$ cat config.mk
export PLATFORM = sky130hd
export DESIGN_NAME = linear_diophantine_positive_solver
export DESIGN_NICKNAME = d
export VERILOG_FILES = /design/src/rtl/ldps_pkg.sv /design/src/rtl/ldps_div.sv /design/src/rtl/ldps_mul.sv /design/src/rtl/linear_diophantine_positive_solver.sv
export SDC_FILE = /design/constraint.sdc
export NUM_CORES = 2
export LEC_CHECK = 0
export ABC_AREA = 0
export BUFFER_PORTS_ARGS = -buffer_cell sky130_fd_sc_hd__buf_2
export CAP_MARGIN = 20
export CORE_ASPECT_RATIO = 1.2
export CORE_UTILIZATION = 43
export CTS_BUF_LIST = sky130_fd_sc_hd__clkbuf_2 sky130_fd_sc_hd__clkbuf_4 sky130_fd_sc_hd__clkbuf_8
export CTS_CLUSTER_DIAMETER = 200
export DETAILED_ROUTE_END_ITERATION = 8
export PLACE_DENSITY = 0.61
export SYNTH_ARGS = -nofsm -noshare
export SYNTH_HDL_FRONTEND = slang
export SYNTH_HIERARCHICAL = 1
export SYNTH_SLANG_ARGS = --single-unit
$ cat constraint.sdc
create_clock -name clock -period 9.3 [get_ports clock]
set_input_delay 1.86 -clock clock [delete_from_list [all_inputs] [get_ports clock]]
set_output_delay 1.86 -clock clock [all_outputs]
set_load 0.01 [all_outputs]
$ cat src/rtl/ldps_pkg.sv
// shared widths, status codes, sequencer states and unit request types
`default_nettype none
package ldps_pkg;
   localparam int W  = 30;
   localparam int SW = W + 2;
   localparam int PW = 2 * W + 2;
   localparam int CW = $clog2(2 * W + 1);

   localparam logic [1:0] STATUS_NONE  = 2'd0;
   localparam logic [1:0] STATUS_NOPOS = 2'd1;
   localparam logic [1:0] STATUS_POS   = 2'd2;

   typedef struct packed {
      logic start;
      logic wide;
   } div_req_type;

   typedef enum logic [19:0] {
      ST_IDLE   = 20'h00001,
      ST_EU_DIV = 20'h00002,
      ST_EU_MUL = 20'h00004,
      ST_GCD    = 20'h00008,
      ST_K1     = 20'h00010,
      ST_K2     = 20'h00020,
      ST_XS     = 20'h00040,
      ST_XQ     = 20'h00080,
      ST_XM     = 20'h00100,
      ST_XR     = 20'h00200,
      ST_YS     = 20'h00400,
      ST_YQ     = 20'h00800,
      ST_YM     = 20'h01000,
      ST_YR     = 20'h02000,
      ST_AX     = 20'h04000,
      ST_BY     = 20'h08000,
      ST_YMAX   = 20'h10000,
      ST_XMAX   = 20'h20000,
      ST_CNT    = 20'h40000,
      ST_FIN    = 20'h80000
   } state_type;
endpackage
`default_nettype wire

$ cat src/rtl/ldps_div.sv
// restoring divider, one quotient bit per cycle
`default_nettype none
module ldps_div (
   input  wire logic                        clock,
   input  wire logic                        reset,
   input  wire ldps_pkg::div_req_type       req,
   input  wire logic [2*ldps_pkg::W-1:0]    num,
   input  wire logic [ldps_pkg::W-1:0]      den,
   output logic                             done,
   output logic [ldps_pkg::W-1:0]           quot,
   output logic [ldps_pkg::W-1:0]           rem
);
   localparam int W  = ldps_pkg::W;
   localparam int CW = ldps_pkg::CW;

   logic          busy_ff, busy_in;
   logic          done_ff, done_in;
   logic [CW-1:0] cnt_ff, cnt_in;
   logic [2*W-1:0] n_ff, n_in;
   logic [W-1:0]  r_ff, r_in;
   logic [W-1:0]  d_ff, d_in;
   logic [W:0]    trial;
   logic [W:0]    diff;
   logic          ge;

   always_comb begin
      trial = {r_ff, n_ff[2*W-1]};
      diff  = trial - {1'b0, d_ff};
      ge    = trial >= {1'b0, d_ff};
      busy_in = busy_ff;
      done_in = 1'b0;
      cnt_in  = cnt_ff;
      n_in    = n_ff;
      r_in    = r_ff;
      d_in    = d_ff;
      if (req.start) begin
         busy_in = 1'b1;
         n_in    = req.wide ? num : {num[W-1:0], {W{1'b0}}};
         cnt_in  = req.wide ? CW'(2 * W) : CW'(W);
         r_in    = '0;
         d_in    = den;
      end else if (busy_ff) begin
         r_in   = ge ? diff[W-1:0] : trial[W-1:0];
         n_in   = {n_ff[2*W-2:0], ge};
         cnt_in = cnt_ff - CW'(1);
         if (cnt_ff == CW'(1)) begin
            busy_in = 1'b0;
            done_in = 1'b1;
         end
      end
   end

   always_ff @(posedge clock) begin
      if (reset) begin
         busy_ff <= 1'b0;
         done_ff <= 1'b0;
         cnt_ff  <= '0;
      end else begin
         busy_ff <= busy_in;
         done_ff <= done_in;
         cnt_ff  <= cnt_in;
      end
   end

   always_ff @(posedge clock) begin
      n_ff <= n_in;
      r_ff <= r_in;
      d_ff <= d_in;
   end

   assign done = done_ff;
   assign quot = n_ff[W-1:0];
   assign rem  = r_ff;
endmodule
`default_nettype wire

$ cat src/rtl/ldps_mul.sv
// two-lane shift-add multiplier, one multiplier bit per cycle, msb first
`default_nettype none
module ldps_mul (
   input  wire logic                      clock,
   input  wire logic                      reset,
   input  wire logic                      start,
   input  wire logic [ldps_pkg::SW-1:0]   m0,
   input  wire logic [ldps_pkg::SW-1:0]   m1,
   input  wire logic [ldps_pkg::W-1:0]    mq,
   output logic                           done,
   output logic [ldps_pkg::PW-1:0]        p0,
   output logic [ldps_pkg::PW-1:0]        p1
);
   localparam int W  = ldps_pkg::W;
   localparam int SW = ldps_pkg::SW;
   localparam int PW = ldps_pkg::PW;
   localparam int CW = ldps_pkg::CW;

   logic          busy_ff, busy_in;
   logic          done_ff, done_in;
   logic [CW-1:0] cnt_ff, cnt_in;
   logic [W-1:0]  q_ff, q_in;
   logic [PW-1:0] e0_ff, e0_in, e1_ff, e1_in;
   logic [PW-1:0] acc0_ff, acc0_in, acc1_ff, acc1_in;

   always_comb begin
      busy_in = busy_ff;
      done_in = 1'b0;
      cnt_in  = cnt_ff;
      q_in    = q_ff;
      e0_in   = e0_ff;
      e1_in   = e1_ff;
      acc0_in = acc0_ff;
      acc1_in = acc1_ff;
      if (start) begin
         busy_in = 1'b1;
         cnt_in  = CW'(W);
         q_in    = mq;
         // sign-extended multiplicands, two's complement
         e0_in   = {{(PW-SW){m0[SW-1]}}, m0};
         e1_in   = {{(PW-SW){m1[SW-1]}}, m1};
         acc0_in = '0;
         acc1_in = '0;
      end else if (busy_ff) begin
         acc0_in = {acc0_ff[PW-2:0], 1'b0} + (q_ff[W-1] ? e0_ff : '0);
         acc1_in = {acc1_ff[PW-2:0], 1'b0} + (q_ff[W-1] ? e1_ff : '0);
         q_in    = {q_ff[W-2:0], 1'b0};
         cnt_in  = cnt_ff - CW'(1);
         if (cnt_ff == CW'(1)) begin
            busy_in = 1'b0;
            done_in = 1'b1;
         end
      end
   end

   always_ff @(posedge clock) begin
      if (reset) begin
         busy_ff <= 1'b0;
         done_ff <= 1'b0;
         cnt_ff  <= '0;
      end else begin
         busy_ff <= busy_in;
         done_ff <= done_in;
         cnt_ff  <= cnt_in;
      end
   end

   always_ff @(posedge clock) begin
      q_ff    <= q_in;
      e0_ff   <= e0_in;
      e1_ff   <= e1_in;
      acc0_ff <= acc0_in;
      acc1_ff <= acc1_in;
   end

   assign done = done_ff;
   assign p0   = acc0_ff;
   assign p1   = acc1_ff;
endmodule
`default_nettype wire

$ cat src/rtl/linear_diophantine_positive_solver.sv
// Solver for a*x + b*y = c over positive integers.
// A transaction on the req_ channel carries coef_a, coef_b and rhs_c; one
// transaction on the rsp_ channel returns status, solution count, least
// positive x and y, and greatest x and y among positive solutions.
// One transaction is worked on at a time; req_stall is low only while the
// sequencer is idle. The work runs on one bit-serial divider (W or 2W
// quotient bits a pass) and one two-lane bit-serial multiplier (W bits
// a pass). Each Euclid step costs one divide plus one multiply; the tail
// is up to 16 more unit passes. A zero coefficient goes straight to the
// finish state with status none.
// The result sits in an output register; a new transaction is taken while
// it waits, and the sequencer holds the next result until rsp_stall drops.
// Synchronous reset clears the sequencer and the output valid.
`default_nettype none
module linear_diophantine_positive_solver (
   input  wire logic                    clock,
   input  wire logic                    reset,
   input  wire logic                    req_valid,
   output logic                         req_stall,
   input  wire logic [ldps_pkg::W-1:0]  req_coef_a,
   input  wire logic [ldps_pkg::W-1:0]  req_coef_b,
   input  wire logic [ldps_pkg::W-1:0]  req_rhs_c,
   output logic                         rsp_valid,
   input  wire logic                    rsp_stall,
   output logic [1:0]                   rsp_status,
   output logic [ldps_pkg::W-1:0]       rsp_solution_count,
   output logic [ldps_pkg::W-1:0]       rsp_least_x,
   output logic [ldps_pkg::W-1:0]       rsp_least_y,
   output logic [ldps_pkg::W-1:0]       rsp_greatest_x,
   output logic [ldps_pkg::W-1:0]       rsp_greatest_y
);
   localparam int W  = ldps_pkg::W;
   localparam int SW = ldps_pkg::SW;
   localparam int PW = ldps_pkg::PW;

   ldps_pkg::state_type state_ff, state_in;
   logic        launched_ff, launched_in;
   logic        rsp_valid_ff, rsp_valid_in;

   logic [W-1:0]  a_ff, a_in, b_ff, b_in, c_ff, c_in;
   logic [W-1:0]  r0_ff, r0_in, r1_ff, r1_in, qq_ff, qq_in;
   logic [SW-1:0] s0_ff, s0_in, s1_ff, s1_in, t0_ff, t0_in, t1_ff, t1_in;
   logic [W-1:0]  q_ff, q_in, k1_ff, k1_in, k2_ff, k2_in;
   logic [W-1:0]  rs_ff, rs_in, qm_ff, qm_in;
   logic [PW-1:0] prod_ff, prod_in, ax_ff, ax_in, by_ff, by_in;
   logic [W-1:0]  xmin_ff, xmin_in, ymin_ff, ymin_in;
   logic [W-1:0]  ymax_ff, ymax_in, xmax_ff, xmax_in, cnt_ff, cnt_in;
   logic [1:0]    st_ff, st_in;

   logic [1:0]    o_status_ff, o_status_in;
   logic [W-1:0]  o_cnt_ff, o_cnt_in, o_lx_ff, o_lx_in, o_ly_ff, o_ly_in;
   logic [W-1:0]  o_gx_ff, o_gx_in, o_gy_ff, o_gy_in;

   ldps_pkg::div_req_type div_req;
   logic [2*W-1:0] div_num;
   logic [W-1:0]   div_den, div_quot, div_rem;
   logic           div_done;
   logic           mul_start, mul_done;
   logic [SW-1:0]  mul_m0, mul_m1;
   logic [W-1:0]   mul_mq;
   logic [PW-1:0]  mul_p0, mul_p1;

   logic           is_div, is_mul, accept, out_free;
   logic [SW-1:0]  abs_s0, abs_t0;

   ldps_div u_div (
      .clock (clock),
      .reset (reset),
      .req   (div_req),
      .num   (div_num),
      .den   (div_den),
      .done  (div_done),
      .quot  (div_quot),
      .rem   (div_rem)
   );

   ldps_mul u_mul (
      .clock (clock),
      .reset (reset),
      .start (mul_start),
      .m0    (mul_m0),
      .m1    (mul_m1),
      .mq    (mul_mq),
      .done  (mul_done),
      .p0    (mul_p0),
      .p1    (mul_p1)
   );

   assign abs_s0 = s0_ff[SW-1] ? (SW'(0) - s0_ff) : s0_ff;
   assign abs_t0 = t0_ff[SW-1] ? (SW'(0) - t0_ff) : t0_ff;

   // operand selection for the shared units
   always_comb begin
      is_div   = 1'b0;
      is_mul   = 1'b0;
      div_num  = '0;
      div_den  = k1_ff;
      div_req.wide = 1'b0;
      mul_m0   = '0;
      mul_m1   = '0;
      mul_mq   = '0;
      unique case (state_ff)
         ldps_pkg::ST_EU_DIV: begin
            is_div = 1'b1; div_num = (2*W)'(r0_ff); div_den = r1_ff;
         end
         ldps_pkg::ST_GCD: begin
            is_div = 1'b1; div_num = (2*W)'(c_ff); div_den = r0_ff;
         end
         ldps_pkg::ST_K1: begin
            is_div = 1'b1; div_num = (2*W)'(b_ff); div_den = r0_ff;
         end
         ldps_pkg::ST_K2: begin
            is_div = 1'b1; div_num = (2*W)'(a_ff); div_den = r0_ff;
         end
         ldps_pkg::ST_XS: begin
            is_div = 1'b1; div_num = (2*W)'(abs_s0); div_den = k1_ff;
            div_req.wide = 1'b1;
         end
         ldps_pkg::ST_XQ: begin
            is_div = 1'b1; div_num = (2*W)'(q_ff); div_den = k1_ff;
         end
         ldps_pkg::ST_XR: begin
            is_div = 1'b1; div_num = prod_ff[2*W-1:0]; div_den = k1_ff;
            div_req.wide = 1'b1;
         end
         ldps_pkg::ST_YS: begin
            is_div = 1'b1; div_num = (2*W)'(abs_t0); div_den = k2_ff;
            div_req.wide = 1'b1;
         end
         ldps_pkg::ST_YQ: begin
            is_div = 1'b1; div_num = (2*W)'(q_ff); div_den = k2_ff;
         end
         ldps_pkg::ST_YR: begin
            is_div = 1'b1; div_num = prod_ff[2*W-1:0]; div_den = k2_ff;
            div_req.wide = 1'b1;
         end
         ldps_pkg::ST_YMAX: begin
            is_div = 1'b1; div_num = (2*W)'(c_ff - ax_ff[W-1:0]); div_den = b_ff;
         end
         ldps_pkg::ST_XMAX: begin
            is_div = 1'b1; div_num = (2*W)'(c_ff - by_ff[W-1:0]); div_den = a_ff;
         end
         ldps_pkg::ST_CNT: begin
            is_div = 1'b1; div_num = (2*W)'(ymax_ff - ymin_ff); div_den = k2_ff;
         end
         ldps_pkg::ST_EU_MUL: begin
            is_mul = 1'b1; mul_m0 = s1_ff; mul_m1 = t1_ff; mul_mq = qq_ff;
         end
         ldps_pkg::ST_XM, ldps_pkg::ST_YM: begin
            is_mul = 1'b1; mul_m0 = SW'(rs_ff); mul_mq = qm_ff;
         end
         ldps_pkg::ST_AX: begin
            is_mul = 1'b1; mul_m0 = SW'(a_ff); mul_mq = xmin_ff;
         end
         ldps_pkg::ST_BY: begin
            is_mul = 1'b1; mul_m0 = SW'(b_ff); mul_mq = ymin_ff;
         end
         ldps_pkg::ST_IDLE, ldps_pkg::ST_FIN: begin
         end
         default: begin
         end
      endcase
      div_req.start = is_div && !launched_ff;
      mul_start     = is_mul && !launched_ff;
   end

   assign req_stall = (state_ff != ldps_pkg::ST_IDLE);
   assign accept    = req_valid && !req_stall;
   assign out_free  = !rsp_valid_ff || !rsp_stall;

   always_comb begin
      state_in = state_ff;
      launched_in = launched_ff;
      if (div_done || mul_done) launched_in = 1'b0;
      else if (div_req.start || mul_start) launched_in = 1'b1;
      rsp_valid_in = rsp_valid_ff && rsp_stall;
      a_in = a_ff; b_in = b_ff; c_in = c_ff;
      r0_in = r0_ff; r1_in = r1_ff; qq_in = qq_ff;
      s0_in = s0_ff; s1_in = s1_ff; t0_in = t0_ff; t1_in = t1_ff;
      q_in = q_ff; k1_in = k1_ff; k2_in = k2_ff; rs_in = rs_ff; qm_in = qm_ff;
      prod_in = prod_ff; ax_in = ax_ff; by_in = by_ff;
      xmin_in = xmin_ff; ymin_in = ymin_ff;
      ymax_in = ymax_ff; xmax_in = xmax_ff; cnt_in = cnt_ff; st_in = st_ff;
      o_status_in = o_status_ff; o_cnt_in = o_cnt_ff;
      o_lx_in = o_lx_ff; o_ly_in = o_ly_ff; o_gx_in = o_gx_ff; o_gy_in = o_gy_ff;
      unique case (state_ff)
         ldps_pkg::ST_IDLE: begin
            if (accept) begin
               a_in = req_coef_a; b_in = req_coef_b; c_in = req_rhs_c;
               r0_in = req_coef_a; r1_in = req_coef_b;
               s0_in = SW'(1); s1_in = '0; t0_in = '0; t1_in = SW'(1);
               if (req_coef_a == '0 || req_coef_b == '0) begin
                  st_in = ldps_pkg::STATUS_NONE;
                  state_in = ldps_pkg::ST_FIN;
               end else begin
                  state_in = ldps_pkg::ST_EU_DIV;
               end
            end
         end
         ldps_pkg::ST_EU_DIV: if (div_done) begin
            qq_in = div_quot; r0_in = r1_ff; r1_in = div_rem;
            state_in = ldps_pkg::ST_EU_MUL;
         end
         ldps_pkg::ST_EU_MUL: if (mul_done) begin
            s0_in = s1_ff; s1_in = s0_ff - mul_p0[SW-1:0];
            t0_in = t1_ff; t1_in = t0_ff - mul_p1[SW-1:0];
            state_in = (r1_ff == '0) ? ldps_pkg::ST_GCD : ldps_pkg::ST_EU_DIV;
         end
         ldps_pkg::ST_GCD: if (div_done) begin
            q_in = div_quot;
            if (div_rem != '0) begin
               st_in = ldps_pkg::STATUS_NONE;
               state_in = ldps_pkg::ST_FIN;
            end else begin
               state_in = ldps_pkg::ST_K1;
            end
         end
         ldps_pkg::ST_K1: if (div_done) begin
            k1_in = div_quot; state_in = ldps_pkg::ST_K2;
         end
         ldps_pkg::ST_K2: if (div_done) begin
            k2_in = div_quot; state_in = ldps_pkg::ST_XS;
         end
         ldps_pkg::ST_XS: if (div_done) begin
            // negative coefficient folds to k - remainder
            rs_in = (s0_ff[SW-1] && div_rem != '0) ? k1_ff - div_rem : div_rem;
            state_in = ldps_pkg::ST_XQ;
         end
         ldps_pkg::ST_XQ: if (div_done) begin
            qm_in = div_rem; state_in = ldps_pkg::ST_XM;
         end
         ldps_pkg::ST_XM: if (mul_done) begin
            prod_in = mul_p0; state_in = ldps_pkg::ST_XR;
         end
         ldps_pkg::ST_XR: if (div_done) begin
            xmin_in = (div_rem == '0) ? k1_ff : div_rem;
            state_in = ldps_pkg::ST_YS;
         end
         ldps_pkg::ST_YS: if (div_done) begin
            rs_in = (t0_ff[SW-1] && div_rem != '0) ? k2_ff - div_rem : div_rem;
            state_in = ldps_pkg::ST_YQ;
         end
         ldps_pkg::ST_YQ: if (div_done) begin
            qm_in = div_rem; state_in = ldps_pkg::ST_YM;
         end
         ldps_pkg::ST_YM: if (mul_done) begin
            prod_in = mul_p0; state_in = ldps_pkg::ST_YR;
         end
         ldps_pkg::ST_YR: if (div_done) begin
            ymin_in = (div_rem == '0) ? k2_ff : div_rem;
            state_in = ldps_pkg::ST_AX;
         end
         ldps_pkg::ST_AX: if (mul_done) begin
            ax_in = mul_p0;
            if (mul_p0 + PW'(b_ff) > PW'(c_ff)) begin
               st_in = ldps_pkg::STATUS_NOPOS;
               state_in = ldps_pkg::ST_FIN;
            end else begin
               state_in = ldps_pkg::ST_BY;
            end
         end
         ldps_pkg::ST_BY: if (mul_done) begin
            by_in = mul_p0; state_in = ldps_pkg::ST_YMAX;
         end
         ldps_pkg::ST_YMAX: if (div_done) begin
            ymax_in = div_quot; state_in = ldps_pkg::ST_XMAX;
         end
         ldps_pkg::ST_XMAX: if (div_done) begin
            xmax_in = div_quot; state_in = ldps_pkg::ST_CNT;
         end
         ldps_pkg::ST_CNT: if (div_done) begin
            cnt_in = div_quot + W'(1);
            st_in = ldps_pkg::STATUS_POS;
            state_in = ldps_pkg::ST_FIN;
         end
         ldps_pkg::ST_FIN: if (out_free) begin
            rsp_valid_in = 1'b1;
            o_status_in = st_ff;
            o_cnt_in = '0; o_lx_in = '0; o_ly_in = '0; o_gx_in = '0; o_gy_in = '0;
            if (st_ff != ldps_pkg::STATUS_NONE) begin
               o_lx_in = xmin_ff; o_ly_in = ymin_ff;
            end
            if (st_ff == ldps_pkg::STATUS_POS) begin
               o_cnt_in = cnt_ff; o_gx_in = xmax_ff; o_gy_in = ymax_ff;
            end
            state_in = ldps_pkg::ST_IDLE;
         end
         default: state_in = ldps_pkg::ST_IDLE;
      endcase
   end

   always_ff @(posedge clock) begin
      if (reset) begin
         state_ff     <= ldps_pkg::ST_IDLE;
         launched_ff  <= 1'b0;
         rsp_valid_ff <= 1'b0;
      end else begin
         state_ff     <= state_in;
         launched_ff  <= launched_in;
         rsp_valid_ff <= rsp_valid_in;
      end
   end

   always_ff @(posedge clock) begin
      a_ff <= a_in; b_ff <= b_in; c_ff <= c_in;
      r0_ff <= r0_in; r1_ff <= r1_in; qq_ff <= qq_in;
      s0_ff <= s0_in; s1_ff <= s1_in; t0_ff <= t0_in; t1_ff <= t1_in;
      q_ff <= q_in; k1_ff <= k1_in; k2_ff <= k2_in; rs_ff <= rs_in; qm_ff <= qm_in;
      prod_ff <= prod_in; ax_ff <= ax_in; by_ff <= by_in;
      xmin_ff <= xmin_in; ymin_ff <= ymin_in;
      ymax_ff <= ymax_in; xmax_ff <= xmax_in; cnt_ff <= cnt_in; st_ff <= st_in;
      o_status_ff <= o_status_in; o_cnt_ff <= o_cnt_in;
      o_lx_ff <= o_lx_in; o_ly_ff <= o_ly_in; o_gx_ff <= o_gx_in; o_gy_ff <= o_gy_in;
   end

   assign rsp_valid          = rsp_valid_ff;
   assign rsp_status         = o_status_ff;
   assign rsp_solution_count = o_cnt_ff;
   assign rsp_least_x        = o_lx_ff;
   assign rsp_least_y        = o_ly_ff;
   assign rsp_greatest_x     = o_gx_ff;
   assign rsp_greatest_y     = o_gy_ff;
endmodule
`default_nettype wire
* Word-level counts from Yosys, hierarchy flattened *
Index checks and enable logic that the tools add are counted.

operators by class
  $add $sub $neg = 16
  bitwise logic cells = 2
  equality and inequality tests = 47
  $lt $le $gt $ge = 2
  reduce and logical (&&, ||, !) cells = 58
  muxes and demuxes = 89

operators with widths
  operator                                               count
  one-hot mux 60 bit (11 select lines)                   1
  2-to-1 mux 20 bit                                      23
  one-hot mux 20 bit (20 select lines)                   1
  2-to-1 mux 30 bit                                      13
  2-to-1 mux 32 bit                                      10
  one-hot mux 32 bit (2 select lines)                    4
  2-to-1 mux 60 bit                                      3
  one-hot mux 30 bit (2 select lines)                    3
  one-hot mux 30 bit (5 select lines)                    1
  one-hot mux 32 bit (4 select lines)                    1
  zero test 30 bit                                       4
  one-hot mux 30 bit (4 select lines)                    1
  subtractor 30 x 30 -> 31 bit                           3
  subtractor 30 bit                                      3
  subtractor 1 x 32 -> 32 bit, first input constant      2
  subtractor 32 bit                                      2
  adder 62 x 30 -> 62 bit                                1
  adder 62 bit                                           1
  > comparator 62 x 30 -> 1 bit                          1
  2-to-1 mux 62 bit                                      1
  inequality test 2 x 1 -> 1 bit, second input constant  18
  adder 32 bit                                           1
  greater-or-equal comparator 31 x 30 -> 1 bit           1
  adder 30 x 1 -> 30 bit, second input constant          1
  47 further kinds                                       114

storage, ports and cells
  register bits = 1228

* Logic depth before layout (Yosys ltp) *
  depth after elaboration = 5
  gate-level depth with buffers = 23

* Hierarchy *
Netlist, hierarchy kept.

by module, submodules not included
  module                              cells an instance  seq. area each (um2)  area an instance (um2)  times used
  linear_diophantine_positive_solver  4766               26925.8               51116.5                 1
  ldps_mul                            1818               5465.2                15417.3                 1
  ldps_div                            809                3463.3                7556.0                  1

* Least setup slack after synthesis *
No wires, ideal clock.

  path kind = input -> register
  start = input port rsp_stall
  end = register o_gx_ff[0], in the netlist rsp_greatest_x[0] (enable)
  stages on the path = 1
  path slack = -417 ps
  required time = 8586 ps
  setup time = 714 ps
  arrival = 9004 ps
  buffers on the path = 0
  cells stage by stage = a21oi_1

between the ends
  longest elaborated chain between the ends = 3

ends and longest elaborated chain
  element                               RTL line                                   RTL
  from (decl)                           linear_diophantine_positive_solver.sv:24   input wire logic rsp_stall,
  zero test 1 bit                       linear_diophantine_positive_solver.sv:169  assign out_free = !rsp_valid_ff || !rsp_stall;
  logical OR 1 bit                      linear_diophantine_positive_solver.sv:169
  AND reduction 2 bit (no source line)  n/a
  to (signal assigned)                  linear_diophantine_positive_solver.sv:313  o_lx_ff <= o_lx_in; o_ly_ff <= o_ly_in; o_gx_ff <= o_gx_in; o_gy_ff <= o_gy_in;
  to (decl)                             linear_diophantine_positive_solver.sv:52   logic [W-1:0] o_gx_ff, o_gx_in, o_gy_ff, o_gy_in;

No other way between the ends.
A chain may end at the register's enable or synchronous reset.

* Worst setup path after layout *
  start = register b_ff[0]
  end = register st_ff[1] (enable)

between the ends
  longest elaborated chain between the ends = 4

ends and longest elaborated chain
  element                                 RTL line                                   RTL
  from (decl)                             linear_diophantine_positive_solver.sv:40   logic [W-1:0] a_ff, a_in, b_ff, b_in, c_ff, c_in;
  from (signal assigned)                  linear_diophantine_positive_solver.sv:305  a_ff <= a_in; b_ff <= b_in; c_ff <= c_in;
  adder 62 x 30 -> 62 bit                 linear_diophantine_positive_solver.sv:255  if (mul_p0 + PW'(b_ff) > PW'(c_ff)) begin
  > comparator 62 x 30 -> 1 bit           linear_diophantine_positive_solver.sv:255
  inequality test 2 bit (no source line)  n/a
  AND reduction 8 bit (no source line)    n/a
  to (signal assigned)                    linear_diophantine_positive_solver.sv:311  ymax_ff <= ymax_in; xmax_ff <= xmax_in; cnt_ff <= cnt_in; st_ff <= st_in;
  to (decl)                               linear_diophantine_positive_solver.sv:48   logic [1:0] st_ff, st_in;

No other way between the ends.

==> flow_summary.json <==
{
  "outcome": "finished with violations",
  "failed_checks": "design-rule violations",
  "grt_pass1_vias": 55598,
  "clkLatencyLatePin_ps": 1000,
  "port_buffers": 247,
  "firstDrtPassIters": 9,
  "period_share_pct": 69.9,
  "final_common_cell": "edfxtp_1",
  "power_frac_seq_pct": 39.7,
  "worst_pin_slew_ps": 1310,
  "area_growth_pct": 11.1,
  "pin_count": 248,
  "drt_first_iter_violations": 7209,
  "fp.dieArea_sq_um": 167000,
  "finalCriticalPeriod_ps": 6500,
  "maxCapViolations": 0,
  "hold_depth": 2,
  "cp-start-kind": "flop",
  "syn_nets": 7428,
  "cts_max_level": 4,
  "relSlewSlack_pct": 12.1,
  "postCtsSetupRepairBufs": 0,
  "cts-resized-gates": 0,
  "cts.sinks": 1228,
  "grt_start_max_net_pins": 153,
  "mostFrequentLayoutCells": "edfxtp_1 (1066), nand2_1 (743), nor2_1 (552), a21oi_1 (436), inv_1 (372)",
  "routed_wl_mm": 281,
  "combPwrFrac_pct": 34.2,
  "die_width_um": 373,
  "synth_area_sq_um": 71100,
  "final_cells": 9499,
  "hold_path_end": "u_mul/p1[31]$_SDFFE_PP0P_",
  "die_h_um": 447,
  "power.switching_mw": 7.69,
  "cp-end-kind": "flop",
  "hold_path.startpoint": "u_mul/p1[31]$_SDFFE_PP0P_",
  "fin_nets": 7639,
  "synthCells": 6955,
  "final_layout_size_suffix_gt1_share_pct": 11.6,
  "drtAntennaViolNets": 0,
  "rrSetupSlack_ps": 2800,
  "ir_drop_uv": 141,
  "p_leak_nw": 30.5,
  "fmax_ghz": 0.154,
  "grt_pass1_wl_mm": 397,
  "cts.path.max_buffers": 3,
  "power.internal_mw": 12.1,
  "grt.overflow.total": 0,
  "power_density_nw_per_um2": 250,
  "drcViolationCount": 2,
  "utilization_pct": 48.0,
  "dp_hpwl_mm": 211,
  "r2r-end": "st_ff[1]$_DFFE_PP_",
  "cts_buffers": 202,
  "critical_path_arrival_ps": 7160,
  "setup_tns_ps": 0,
  "place.gp.congestion": 1.03,
  "cts.clk_slew.worst_paths_ps": 60,
  "root_buffer": "clkbuf_8",
  "swShare_pct": 38.9,
  "yosysWarningCount": 6,
  "cts_tree": "built",
  "fillCellCount": 15313,
  "hold_class": "reg -> reg",
  "share_clk_of_total_power_pct": 26.2,
  "antenna_found_initial": 25,
  "wire_per_inst_um": 29.6,
  "timing.final.ws_setup_ps": 2800,
  "rows": 163,
  "critPathKind": "reg -> reg",
  "final-setup-viol-count": 0,
  "skew_ps": 64.7,
  "worst-path-max-fanout": 5,
  "ctsHoldBuffers": 0,
  "track_usage_pct": 32.9,
  "initial_utilization_pct": 43.2,
  "crit_required_ps": 9950,
  "hold_viol": 0,
  "rsz0062_at_grt": "false",
  "rr_worst_depth": 20,
  "slew_violations": 0,
  "preCtsSetupSlack_ps": 2590,
  "coreArea_sq_um": 164000,
  "syn_area_per_cell_sq_um": 10.2,
  "placedCellCount": 9104,
  "routed_via_density": 6.17,
  "crit-reg2reg-launch": "b_ff[0]$_DFFE_PP_",
  "via_count": 58607
}
## flip-flops by register name, indices dropped and copies added, names as in the netlist, 32 cells and up
register     count
prod_ff         60
s0_ff           32
s1_ff           32
t0_ff           32
t1_ff           32
u_div/n_ff      60
u_mul/e0_ff     32
u_mul/e1_ff     32
u_mul/p0        62
u_mul/p1        32
## stage by stage
stage | hold WS, ps | power [mW] | instance area (sq um)
floorplan | 426 | 12.1 | 71100
global placement | 460 | 14.5 | 74600
detailed placement | 465 | 14.5 | 74600
CTS | 477 | 19.7 | 78900
global route | 491 | 20.7 | 78900
finish | 474 | 19.8 | 79000
## layout make-up
type / count / area, sq um / share of cell area (%)
Sequential cell: 1228 / 35300 / 44.6
Multi-Input combinational cell: 4984 / 33000 / 41.8
Clock buffer: 281 / 3450 / 4.37
Tap cell: 2145 / 2680 / 3.40
Timing Repair Buffer: 376 / 2250 / 2.85
Inverter: 374 / 1400 / 1.78
Clock inverter: 95 / 838 / 1.06
Antenna cell: 16 / 40.0 / 0.0507
## power groups by stage
stage          Clock (mW)  Combinational (mW)  Sequential (mW)
4_1_cts              5.24                6.64             7.80
5_1_grt              5.46                7.32             7.87
3_3_place_gp            0                6.56             7.90
3_5_place_dp            0                6.59             7.91
6_report             5.17                6.75             7.84
2_1_floorplan           0                4.69             7.45
## worst max path at each step
stage | from | to | slack [ps] | cells after the start
floorplan | req_valid | s0_ff[0]$_SDFFCE_PP1P_ | 470 | 3
global placement | b_ff[0]$_DFFE_PP_ | state_ff[19]$_SDFFE_PP0P_ | 2580 | 22
detailed placement | b_ff[0]$_DFFE_PP_ | state_ff[19]$_SDFFE_PP0P_ | 2590 | 19
CTS | b_ff[0]$_DFFE_PP_ | state_ff[19]$_SDFFE_PP0P_ | 2600 | 19
global route | b_ff[0]$_DFFE_PP_ | st_ff[1]$_DFFE_PP_ | 2480 | 20
finish | b_ff[0]$_DFFE_PP_ | st_ff[1]$_DFFE_PP_ | 2800 | 20
## critical path, stage by stage, from the launching register on
cell      delay (ps)
edfxtp_1         460
ha_1             300
fa_1             450
a21oi_1          240
o22ai_1          190
o211ai_1         370
a21oi_1          270
o31ai_1          700
xnor2_1          140
ha_1             340
nand4_1          170
nor4_1           680
o221ai_1         370
a311oi_1         330
o21ai_0          210
nand4_1          170
nor4_1            60
nand4_1          150
nor4_1            60
buf_2            180
nor3_1           340
## per-layer routing
metal / wire length (um) / track usage [%] / vias to the layer above / share of wire (%)
li1: - / - / 26156 / -
met1: 110000 / 41.2 / 28825 / 39
met2: 127000 / 52.7 / 2994 / 45
met3: 25500 / 6.65 / 610 / 9.1
met4: 18800 / 19.8 / 22 / 6.7
met5: 134 / 0 / - / 0.048
No activity file was read; power rests on OpenSTA's default activity.
